--- src/hdl/salc_pkg.sv ---
package salc_pkg;

  localparam int ADDR_W   = 32;
  localparam int STAMP_W  = 64;
  localparam int COUNT_W  = 32;
  localparam int WAYS_W   = 3;
  localparam int OFFSET_W = 4;
  localparam int CFG_W    = 4;
  localparam int CFG_IDX_W = 1;

  // register indexes of the configuration port
  localparam logic [CFG_IDX_W-1:0] REG_WAYS_LOG2   = 1'b0;
  localparam logic [CFG_IDX_W-1:0] REG_LINE_OFFSET = 1'b1;

  localparam logic [WAYS_W-1:0]   WAYS_LOG2_RST   = 3'd2;
  localparam logic [OFFSET_W-1:0] LINE_OFFSET_RST = 4'd5;

  // one tag store entry
  typedef struct packed {
    logic               valid;
    logic [ADDR_W-1:0]  tag;
    logic [STAMP_W-1:0] stamp;
  } line_t;

  // controller to datapath
  typedef struct packed {
    logic clr;     // clear one row of every bank
    logic accept;  // take a new address, advance time
    logic rd;      // read one row of every bank
    logic cmp;     // tag compare, load lru leaves
    logic red;     // one level of the lru reduction
    logic wr;      // stamp the hit way or fill the victim
    logic next;    // step to the next line, advance time
  } cmd_t;

  // datapath to controller
  typedef struct packed {
    logic clr_last;
    logic hit;       // tag match on the row just read
    logic hit_q;     // tag match of the current lookup, held
    logic pf;        // current lookup is the next-line one
    logic tree_zero; // no reduction levels at all
    logic tree_one;  // this reduction step is the last
  } sts_t;

endpackage

--- src/hdl/salc_ctl.sv ---
module salc_ctl (
  input  logic              clk,
  input  logic              rst,
  input  logic              start,
  output logic              busy,
  output logic              done,
  output salc_pkg::cmd_t    cmd,
  input  salc_pkg::sts_t    sts
);

  typedef enum logic [2:0] {
    ST_CLEAR,
    ST_IDLE,
    ST_LOOK,
    ST_CMP,
    ST_REDUCE,
    ST_WRITE
  } state_t;

  state_t state;
  state_t state_next;
  logic   done_next;

  assign busy = (state != ST_IDLE);

  always_comb begin
    cmd        = '0;
    state_next = state;
    done_next  = 1'b0;
    case (state)
      ST_CLEAR: begin
        cmd.clr = 1'b1;
        if (sts.clr_last) state_next = ST_IDLE;
      end
      ST_IDLE: begin
        if (start) begin
          cmd.accept = 1'b1;
          state_next = ST_LOOK;
        end
      end
      ST_LOOK: begin
        cmd.rd     = 1'b1;
        state_next = ST_CMP;
      end
      ST_CMP: begin
        cmd.cmp = 1'b1;
        if (sts.hit || sts.tree_zero) state_next = ST_WRITE;
        else state_next = ST_REDUCE;
      end
      ST_REDUCE: begin
        cmd.red = 1'b1;
        if (sts.tree_one) state_next = ST_WRITE;
      end
      ST_WRITE: begin
        cmd.wr = 1'b1;
        if (sts.hit_q || sts.pf) begin
          done_next  = 1'b1;
          state_next = ST_IDLE;
        end else begin
          cmd.next   = 1'b1;
          state_next = ST_LOOK;
        end
      end
      default: begin
        state_next = ST_IDLE;
      end
    endcase
  end

  always_ff @(posedge clk) begin
    if (rst) begin
      state <= ST_CLEAR;
      done  <= 1'b0;
    end else begin
      state <= state_next;
      done  <= done_next;
    end
  end

  a_done_after_write: assert property (@(posedge clk) disable iff (rst)
    done |-> $past(state == ST_WRITE))
    else $error("result strobe without a store write");

  a_no_reduce_on_hit: assert property (@(posedge clk) disable iff (rst)
    (state == ST_REDUCE) |-> !sts.hit_q)
    else $error("lru reduction on a hit");

  a_done_single: assert property (@(posedge clk) disable iff (rst)
    done |=> !done)
    else $error("two result strobes in a row");

endmodule

--- config.mk ---
export PLATFORM = sky130hd
export DESIGN_NAME = salc_ctl
export DESIGN_NICKNAME = d
export VERILOG_FILES = /design/src/hdl/salc_pkg.sv /design/src/hdl/salc_ctl.sv
export SDC_FILE = /design/constraint.sdc
export NUM_CORES = 1
export LEC_CHECK = 0
export BUFFER_PORTS_ARGS = -buffer_cell sky130_fd_sc_hd__buf_4
export CAP_MARGIN = 20
export CORE_AREA = 4 4 41 43
export DETAILED_ROUTE_END_ITERATION = 6
export DIE_AREA = 0 0 45 47
export MAX_ROUTING_LAYER = met4
export SLEW_MARGIN = 30
export SYNTH_ARGS = -nofsm -noshare
export SYNTH_HDL_FRONTEND = slang
export SYNTH_SLANG_ARGS = --single-unit
--- constraint.sdc ---
create_clock -name clk -period 1.7 [get_ports clk]
set_clock_uncertainty 0.15 [all_clocks]
set_input_delay 0.425 -clock clk [delete_from_list [all_inputs] [get_ports clk]]
set_output_delay 0.425 -clock clk [all_outputs]
set_load 0.02 [all_outputs]
**Word-level counts from Yosys, hierarchy flattened**

Index checks and enable logic that the tools add are counted.

- Eq/ne operators: 9
- Multiplexer cells: 15
- Bitwise logic cells: 1
- Reductions and logical operators: 5

Operators with widths:

| operator | count |
|---|---|
| case mux 3 bit (6 select lines) | 1 |
| two-way mux 1 bit | 9 |
| two-way mux 3 bit | 3 |
| == test 3 x 2 -> 1 bit (second input constant) | 2 |
| == test 3 bit (second input constant) | 2 |
| != test 2 bit (second input constant) | 3 |
| two-way mux 2 bit | 2 |
| == test 3 x 1 -> 1 bit (second input constant) | 1 |
| zero test 3 bit | 1 |
| != test 3 x 1 -> 1 bit (second input constant) | 1 |
| AND reduction 3 bit | 1 |
| logical OR 1 bit | 2 |
| OR reduction 2 bit | 1 |
| NOT 1 bit | 1 |

- Register bits: 4
- Output and inout port bits: 9

**Depth between registers and ports, before layout**

- Depth in word-level cells: 3
- Depth in mapped cells: 4
- Mapped depth without buffers: 4

**Worst setup path before layout**

Ideal clock, no wire load.

- Path kind: register to output
- Start point: reg state[0]
- End point: out cmd[0] in the netlist's numbering
- Arrival: 1,031 ps
- Data required time: 1,125 ps
- Path slack: 94 ps
- Cell stages (with the launch flop): 3
- Path buffers: 0
- Path through: dfxtp_1 nand3_1 nor3_1

RTL lines:

| what | line | text |
|---|---|---|
| start: declaration | salc_ctl.sv:20 | `state_t state;` |
| start signal: assignment | salc_ctl.sv:75 | `state <= state_next;` |
| end: declaration | salc_ctl.sv:7 | `output salc_pkg::cmd_t cmd,` |

==> out/qor.txt <==
Run status -> finished, violations left
Failing checks -> negative setup slack
Worst endpoint data arrival time -> 1130 ps
Min Tclk post-route -> 1710 ps
Static Leak -> 0.000221 uW
Detailed Route WL -> 754 um
Cell type with the largest total area after synthesis -> dfxtp_1
IR Drop Worst-Case VDD -> 0.000271 V
Slew @ Worst Pin -> 242 ps
Die width -> 45 um
First-pass GRT wire length -> 1200 um
RSZ-0062 raised after global routing -> true
Final WS setup -> -7.12 ps
Post-route insts no fill -> 67
Starting Density -> 18.1%
Warnings, synthesis -> 0
First-pass DRT Iterations -> 2
Commonest non-fill, non-tap cells in the layout -> buf_4 (18), nor2_1 (5), clkbuf_4 (3)
Core Rows -> 13
Top-area cell type share of the netlist area -> 34.0%
CTS sink cnt -> 4
Hold buffers post-CTS -> 0
Final setup TNS -> -7.12 ps
Clk buf depth -> 2
# IOs -> 18
Hold slack -> 239 ps
Vias in the first global route -> 285
Yosys cell types -> 17
Global Route Usage Sum -> 8.31%
Total number of vias -> 302
CP max-delay cell -> dfxtp_4
Crit path buffers/inverters -> 1
NumNets Final -> 63
PortBufs -> 17
Final hold viol count -> 0
Final setup vio count -> 1
Fraction of final layout cells sized beyond drive strength 1 -> 69.2%
Cell family with most CP delay -> simple AND/OR/NAND/NOR gates
Max-cap violations -> 0
Crit Path Class -> reg2out
CTS tree -> yes
Flops & latches, synth -> 4
Worst-path cell chain -> and2b_4, and3_4, buf_6
Area of the mapped netlist -> 235 um2
Synth area leaders -> dfxtp_1 (34%), nor3_1 (8.5%), nor2_1 (8.0%)
Mapped Cells -> 29
GRT Residual Overflow -> 0
Detailed Place HPWL -> 544 um
Pwr/cell area -> 769 nW/um2
Core area -> 1300 um2
Placed insts -> 61
Maximum number of pins on one net before global-route repair -> 9
Die ar. -> 2120 um2
Fmax -> 0.586 GHz
Syn_area_per_cell -> 8.11 um2
Most common cell after layout, fill and taps aside -> buf_4
Vias per cell -> 4.51
Cts bufs inserted -> 3
Clock Tree Root -> clkbuf_4
Setup crit start kind -> flip-flop
Gpl congestion -> 0.838
Clk slew on worst S/H paths -> 40 ps
Iteration-0 DRC Markers -> 1
Post-synthesis sequential area ratio -> 34.0%
Worst hold path type -> in2reg
Synth-to-Final Area Change -> 98.4%
Antenna violations before repair -> 0
# diodes -> 0
H-tree depth -> 1
DR WL/cell -> 11.3 um
Critical path peak fanout -> 5
Final Cycle Share -> 100%
Headroom to the max-slew limit -> 83.8%
Syn Nets -> 38
R2R setup slack -> 400 ps
Antenna-violating nets left -> 0
Largest stage delay on the critical path -> 350 ps
Drc violations -> 0
Pre-CTS setup slack -> 128 ps
Vert. Die Dim -> 47 um
Worst Path Required -> 1120 ps
Crit. End Element -> output pin
Max-slew violation count -> 0
Clock latency on the worst-skew pair -> 230 ps
-- repair_timing --
item / 4_1_cts / 5_1_grt
gates cloned: 0 / 0
pin swaps: 1 / 2
resized for setup: 9 / 5
endpoints found under the setup margin: 6 / 5
buffers inserted: 2 / 1
-- cell usage after synthesis --
cell and count:
a221oi_2 1, a2bb2oi_1 1, a31oi_1 1, and2_1 1, and2b_4 1, and3_2 1
dfxtp_1 4, inv_1 3, mux2_2 1, nand2_1 1, nand3_1 1, nor2_1 5
nor2b_1 1, nor3_1 4, nor3b_2 1, o21ai_1 1, o31ai_1 1
-- path summary, 6_finish.rpt --
check           start        to  depth (start not counted)
max reg2reg  state[2]  state[0]                          5
min             start  state[0]                          2
min reg2reg  state[2]      done                          2
max          state[2]    cmd[5]                          3
-- per-stage QoR --
stage / total power [uW] / area [um2] / util [%]
final: 359 / 467 / 35.9
after floorplan: 172 / 235 / -
after global placement: 220 / 382 / 29.3
after CTS: 351 / 447 / 34.3
after global routing: 382 / 467 / 35.9
after detailed placement: 220 / 382 / 29.3
-- per-layer routing --
layer  GRT usage, %  part of all wire [%]  vias to the layer above  wire (um)
met5              -                     0                        -          0
met3           4.21                   9.4                        2         71
met4           5.26                   2.4                        0         18
met2           11.9                    49                       15        367
li1               -                     -                      151          -
met1           9.07                    39                      134        295
-- layout make-up --
class	count	area, um2
Fill cell	150	835
Sequential cell	4	88.8
Inverter	3	13.8
Timing Repair Buffer	20	158
Tap cell	15	18.8
Multi-Input combinational cell	22	165
Clock buffer	3	22.5
-- registers in the layout (all words and copies together), names as in the netlist --
name and flops:
done 1, state 3
-- cell families (layout without fill, tap and decap cells) --
family                 Yosys count  count (layout)  synth area share (%)
AND/OR/NAND/NOR                 16              16                  38.3
AO/OA/AOI/OAI                    5               5                  18.1
flip-flops                       4               4                  34.0
buffers and inverters            3              26                  4.79
multiplexers                     1               1                  4.79
-- power by group --
part	switching [uW]	internal [uW]	total, uW
Combinational	57.4	65.7	123
Clock	39.3	79.0	118
Sequential	15.2	102	117
(Power assumes the default switching activity.)
